==> config.mk <==
export PLATFORM = sky130hd
export DESIGN_NAME = rss_ctrl
export DESIGN_NICKNAME = d
export VERILOG_FILES = /design/src/rtl/rss_pkg.sv /design/src/rtl/rss_ctrl.sv
export SDC_FILE = /design/constraint.sdc
export NUM_CORES = 1
export LEC_CHECK = 0
export BUFFER_PORTS_ARGS = -buffer_cell sky130_fd_sc_hd__clkbuf_2
export CAP_MARGIN = 20
export CORE_MARGIN = 8
export CORE_UTILIZATION = 30
export CTS_CLUSTER_DIAMETER = 120
export DETAILED_ROUTE_END_ITERATION = 7
export MAX_ROUTING_LAYER = met4
export SLEW_MARGIN = 20
export SYNTH_ARGS = -nofsm -noshare
export SYNTH_HDL_FRONTEND = slang
export SYNTH_SLANG_ARGS = --single-unit
==> constraint.sdc <==
create_clock -name clk -period 1.3 [get_ports clk]
set_input_delay 0.26 -clock clk [delete_from_list [all_inputs] [get_ports clk]]
set_output_delay 0.26 -clock clk [all_outputs]
set_load 0.005 [all_outputs]
==> src/rtl/rss_pkg.sv <==
// Shared types and constants for the reservoir sampler.
package rss_pkg;

  localparam logic [63:0] GOLDEN_STEP = 64'h9e3779b97f4a7c15;
  localparam logic [63:0] MIX_MUL_A   = 64'hbf58476d1ce4e5b9;
  localparam logic [63:0] MIX_MUL_B   = 64'h94d049bb133111eb;

  localparam logic [0:0] CFG_SAMPLE_SIZE = 1'd0;
  localparam logic [0:0] CFG_SEED        = 1'd1;

  typedef struct packed {
    logic [31:0] item_value;
    logic        last_item;
  } rss_in_t;

  typedef struct packed {
    logic [31:0] sample_value;
    logic [5:0]  sample_slot;
    logic        last_sample;
  } rss_out_t;

  typedef enum logic [3:0] {
    ST_IDLE, ST_MUL_A_LO, ST_MUL_A_HI, ST_MUL_B_LO, ST_MUL_B_HI,
    ST_DIV, ST_WRITE, ST_EMIT_RD, ST_EMIT
  } rss_state_t;

  // Controller to datapath.
  typedef struct packed {
    logic take_item;   // latch item, load seed if stream start
    logic fill_write;  // store item in next free slot
    logic gen_step;    // advance generator, form premix
    logic mul_a_lo;
    logic mul_a_hi;
    logic mul_b_lo;
    logic mul_b_hi;
    logic div_start;
    logic div_step;
    logic repl_write;  // store item at quotient remainder if in range
    logic emit_start;
    logic emit_read;   // issue read of emit slot
    logic emit_out;    // present slot on output, advance
    logic rearm;
  } rss_cmd_t;

  // Datapath to controller.
  typedef struct packed {
    logic fill_mode;   // fill count below size in use
    logic div_done;
    logic emit_any;    // at least one filled slot to emit
    logic emit_final;  // current emit slot is the last filled
  } rss_stat_t;

endpackage

==> src/rtl/rss_ctrl.sv <==
// Sequencing state machine for the reservoir sampler.
module rss_ctrl import rss_pkg::*; (
  input  logic      clk,
  input  logic      rst_n,
  input  logic      start,
  input  logic      last_item,
  input  rss_stat_t stat,
  output rss_cmd_t  cmd,
  output logic      busy
);

  rss_state_t state_r, state_nxt;
  logic       last_r, last_nxt;

  // Hold state and the last flag.
  always_ff @(posedge clk) begin
    if (!rst_n) begin
      state_r <= ST_IDLE;
      last_r  <= 1'b0;
    end else begin
      state_r <= state_nxt;
      last_r  <= last_nxt;
    end
  end

  assign busy = (state_r != ST_IDLE);

  // Next state and commands.
  always_comb begin
    state_nxt = state_r;
    last_nxt  = last_r;
    cmd       = '0;
    unique case (state_r)
      ST_IDLE: begin
        if (start) begin
          cmd.take_item = 1'b1;
          last_nxt      = last_item;
          state_nxt     = ST_WRITE;
        end
      end
      ST_WRITE: begin
        if (stat.fill_mode) begin
          cmd.fill_write = 1'b1;
          state_nxt      = last_r ? ST_EMIT_RD : ST_IDLE;
          cmd.emit_start = last_r;
        end else begin
          cmd.gen_step = 1'b1;
          state_nxt    = ST_MUL_A_LO;
        end
      end
      ST_MUL_A_LO: begin
        cmd.mul_a_lo = 1'b1;
        state_nxt    = ST_MUL_A_HI;
      end
      ST_MUL_A_HI: begin
        cmd.mul_a_hi = 1'b1;
        state_nxt    = ST_MUL_B_LO;
      end
      ST_MUL_B_LO: begin
        cmd.mul_b_lo = 1'b1;
        state_nxt    = ST_MUL_B_HI;
      end
      ST_MUL_B_HI: begin
        cmd.mul_b_hi  = 1'b1;
        cmd.div_start = 1'b1;
        state_nxt     = ST_DIV;
      end
      ST_DIV: begin
        if (stat.div_done) begin
          cmd.repl_write = 1'b1;
          cmd.emit_start = last_r;
          state_nxt      = last_r ? ST_EMIT_RD : ST_IDLE;
        end else begin
          cmd.div_step = 1'b1;
        end
      end
      ST_EMIT_RD: begin
        if (stat.emit_any) begin
          cmd.emit_read = 1'b1;
          state_nxt     = ST_EMIT;
        end else begin
          cmd.rearm = 1'b1;
          state_nxt = ST_IDLE;
        end
      end
      ST_EMIT: begin
        cmd.emit_out = 1'b1;
        if (stat.emit_final) begin
          cmd.rearm = 1'b1;
          state_nxt = ST_IDLE;
        end else begin
          state_nxt = ST_EMIT_RD;
        end
      end
      default: state_nxt = ST_IDLE;
    endcase
  end

`ifndef ASSERT_OFF
  // A result only appears while emitting.
  a_emit_state: assert property (@(posedge clk) disable iff (!rst_n)
    cmd.emit_out |-> state_r == ST_EMIT)
    else $error("emit outside emit state");
  // Accept only from idle; an accepted item makes the controller busy.
  a_take_idle: assert property (@(posedge clk) disable iff (!rst_n)
    cmd.take_item |=> busy)
    else $error("item accept did not go busy");
  // Divider work only follows the second multiply.
  a_div_seq: assert property (@(posedge clk) disable iff (!rst_n)
    state_r == ST_DIV |-> $past(state_r) == ST_MUL_B_HI || $past(state_r) == ST_DIV)
    else $error("divider entered out of order");
`endif

endmodule

* Word-level counts from Yosys, hierarchy flattened
Cells that the tools add are included.
** Word-level totals
- Register bits :: 5
- Input bits :: 8
- Output and inout bits :: 15
- Logic and storage cells :: 43
** Cells by class
- Equality and inequality tests :: 10
- Multiplexer cells :: 27
- Reductions and logical operators :: 4
** Operator list (number)
- $pmux 4 s9 :: 1
- $eq 4x3->1 const B :: 4
- $mux 1 :: 14
- $mux 4 :: 3
- $mux 3 :: 3
- $eq 4x2->1 const B :: 2
- $mux 2 :: 4
- $eq 4x1->1 const B :: 1
- $eq 4x4->1 const B :: 1
- $logic_not 4->1 :: 1
- $ne 2x2->1 const B :: 2
- $pmux 1 s2 :: 2
- $reduce_and 2->1 :: 2
- $reduce_bool 4->1 :: 1

* Longest topological paths before layout
- Word-level depth :: 3
- Mapped depth :: 5

* Worst setup path before layout
Ideal clock, no wire load.
- Path kind :: reg2out
- Start point :: register state_r[0]
- End point :: output port cmd[7] (netlist name)
- Data arrival time :: 1.095 ns
- Path slack :: -0.055 ns
- Stages on the path, launching flop included :: 5
- Buffers on the path :: 2
- Cell sequence :: dfxtp_1 -> clkbuf_1 -> nand2b_1 -> nor3_1 -> buf_4
** RTL lines
- from (decl) :: RTL line rss_ctrl.sv:12 : rss_state_t state_r, state_nxt;
- from (signal assigned) :: RTL line rss_ctrl.sv:21 : state_r <= state_nxt;
- to (decl) :: RTL line rss_ctrl.sv:8 : output rss_cmd_t cmd,

==> results.py <==
metrics = {
    "synthesis": {
        "synth_edf_count": 0,
        "synthTopCellsByArea": "dfxtp_1, nor3_1, nor2_1",
        "syn_avg_cell_area_um2": 7.02,
        "yosys_most_used_dff": "dfxtp_1",
        "async_flop_share": 0,
        "syn_inst": 64,
        "yosysTopAreaCell": "dfxtp_1",
        "ys_ff_latch": 5,
        "synth_warnings": 0,
        "synth-seq-area-share": 0.223,
        "ys_types": 30,
        "synth_top_area_share": 0.223,
        "synth_nets": 72,
        "syn_area_um2": 449,
    },
    "place": {
        "numPortBuffers": 22,
        "finalWeightedCongestion": 0.849,
        "place_inst": 115,
        "post_dp_cell_area_um2": 707,
        "pre_cts_slack_ns": -0.0987,
        "dp_hpwl_um": 1270,
    },
    "pwr": {
        "power_leakage_nw": 0.454,
        "power.share.sequential": 0.156,
        "netSwitchingPower_w": 0.000821,
        "intPower_w": 0.00116,
        "switching_share": 0.414,
        "pwr-share-clk": 0.097,
        "p_comb_frac": 0.747,
        "p_per_area_nw_per_um2": 1980,
        "peakVddDrop_mv": 1.41,
    },
    "timing": {
        "hold_viol": 0,
        "finClkSkew_ns": 0.0115,
        "final.period_utilization": 1.20,
        "min_period_ns": 1.57,
        "timing.fmax_ghz": 0.639,
        "slew_headroom": 0.771,
        "maxSlewViolCount": 0,
        "worst_pin_slew_ns": 0.341,
        "setup_viol": 19,
        "rsz0062_at_grt": "yes",
        "fin_ws_ns": -0.266,
    },
    "routing": {
        "via_count": 666,
        "drt_first_pass_iters": 4,
        "vias_per_cell": 5.20,
        "drc_errors": 0,
        "wire_per_inst_um": 15.5,
        "drtAntennaViolNets": 0,
        "drt_wl_total_um": 1980,
        "drtIter0Drc": 12,
    },
    "critical_path": {
        "end_kind": "output port",
        "worstSetupStartpoint": "state_r[0]",
        "reg2reg_slack_ns": -0.15,
        "crit_path_start_kind": "flip-flop",
        "worstPathRequired_ns": 1.04,
        "path_max_fanout": 3,
        "cp.arrival_ns": 1.31,
        "rr_startpoint": "state_r[0]",
        "path_class": "flip-flop to output port",
    },
    "finish": {
        "multi_input_area_um2": 445,
        "final_util": 0.688,
        "stdcell_area_um2": 1000,
        "drive_gt1_frac": 0.714,
        "regArea_um2": 110,
        "finalNetCount": 121,
        "final-instance-count-excl-fill": 128,
        "area_growth_pct": 123,
        "diodes": 0,
        "final.fill_count": 122,
    },
    "clock_tree": {
        "clock_latency_ns": 0.26,
        "cts_tree": "built",
        "htree_num_levels": 1,
        "clk_pin_slew_ns": 0.06,
        "cts_sinks": 5,
        "numCtsBuffers": 3,
        "cts_hold_buf": 0,
        "root_buffer": "clkbuf_4",
        "cts_buffer_depth": 2,
    },
    "floorplan": {
        "die_w_um": 54.7,
        "die-area_um2": 2990,
        "die_h_um": 54.7,
        "fp.coreArea_um2": 1450,
        "ios": 23,
        "initial_core_util": 0.309,
        "row_count": 14,
    },
    "hold_path": {
        "hp-start": "rst_n",
        "min_path_type": "primary input to flip-flop",
    },
    "grt": {
        "grt_pass1_vias": 700,
        "grt_overflow": 0,
        "grt_pass1_wl_um": 3090,
        "grt_max_degree": 9,
        "grt_use_total": 0.147,
        "antenna_found_initial": 0,
    },
    "outcome": {
        "status": "complete, but fails checks",
        "violations": "setup timing",
    },
    "job": {
        "maxCapViolCount": 0,
    },
}
## per-stage QoR
stage	setup TNS, ns	total power (W)	hold slack [ns]
finish	-3.18	0.00198	0.273
global route	-4.12	0.00212	0.278
CTS	-3.10	0.00181	0.260
detailed placement	-0.590	0.00120	0.530
global placement	-0.480	0.00119	0.525
floorplan	0	0.000726	0.373
## routing by layer
layer	wire length [um]	vias up	GRT usage
met1	708	317	0.138
met2	1160	14	0.262
li1	-	331	-
met4	31	0	0.0861
met5	0	-	-
met3	80	4	0.0353
## area by class of cell
type / instances / share of cell area
multi-input cells: 52 / 0.446
flip-flops and latches: 5 / 0.110
clock buffers: 3 / 0.0225
well taps: 16 / 0.0200
clock inverters: 1 / 0.00501
repair buffers: 49 / 0.389
inverters: 2 / 0.00751
## synthesized netlist by cell type, types with 2 or more instances
cell type and n:
clkbuf_1 2, nor3_1 8, nor2_1 9, nand2_1 7
and2_1 3, nor4_1 4, nand2b_1 2, and3_1 2
dfxtp_1 5, buf_2 2
## state kept, by name, indices dropped and copies added (netlist names)
signal,count
last_r,1
state_r,4
## worst max-delay path, stage by stage, from the launching register on
cell and delay (ns):
dfxtp_2 0.34, buf_6 0.13, nor3_4 0.18, and2_4 0.17, a21o_1 0.11, buf_2 0.11
## cells by family (layout without fill, tap and decap cells)
family,after synthesis,count (layout),share of synthesized area
simple gates,43,43,0.529
compound gates,8,8,0.153
buf+inv,7,55,0.0724
flops,5,5,0.223
mux,1,1,0.0223
## cells in the final DEF (no fill, tap or decap), drive strengths merged, types with 2 or more instances in the layout
| master | Yosys | layout |
|---|---|---|
| and2 | 3 | 3 |
| and3 | 2 | 2 |
| buf | 3 | 36 |
| clkbuf | 2 | 16 |
| dfxtp | 5 | 5 |
| inv | 2 | 2 |
| nand2 | 7 | 7 |
| nand2b | 2 | 2 |
| nor2 | 9 | 9 |
| nor3 | 8 | 8 |
| nor3b | 2 | 2 |
| nor4 | 4 | 4 |
| o21ai | 2 | 2 |
## power by group through the flow
stage	logic [W]	clock network (W)	registers [W]
after floorplan	0.000467	0	0.000259
after global placement	0.000922	0	0.000268
after detailed placement	0.000936	0	0.000266
after CTS	0.00131	0.000198	0.000302
after global routing	0.00159	0.000215	0.000315
final	0.00148	0.000193	0.000308
## worst paths after layout
| kind | endpoint | cells past startpoint |
|---|---|---|
| worst min-delay path | state_r[0] | 2 |
| worst max-delay path | cmd[0] | 5 |
| worst min register to register | last_r | 2 |
| worst max register to register | state_r[1] | 6 |
## what timing repair did
item	CTS	global route
endpoints found under the setup margin	18	19
resized for setup	38	15
buffers inserted	7	3
pin swaps	12	7
No activity file was read; power rests on OpenSTA's default activity.
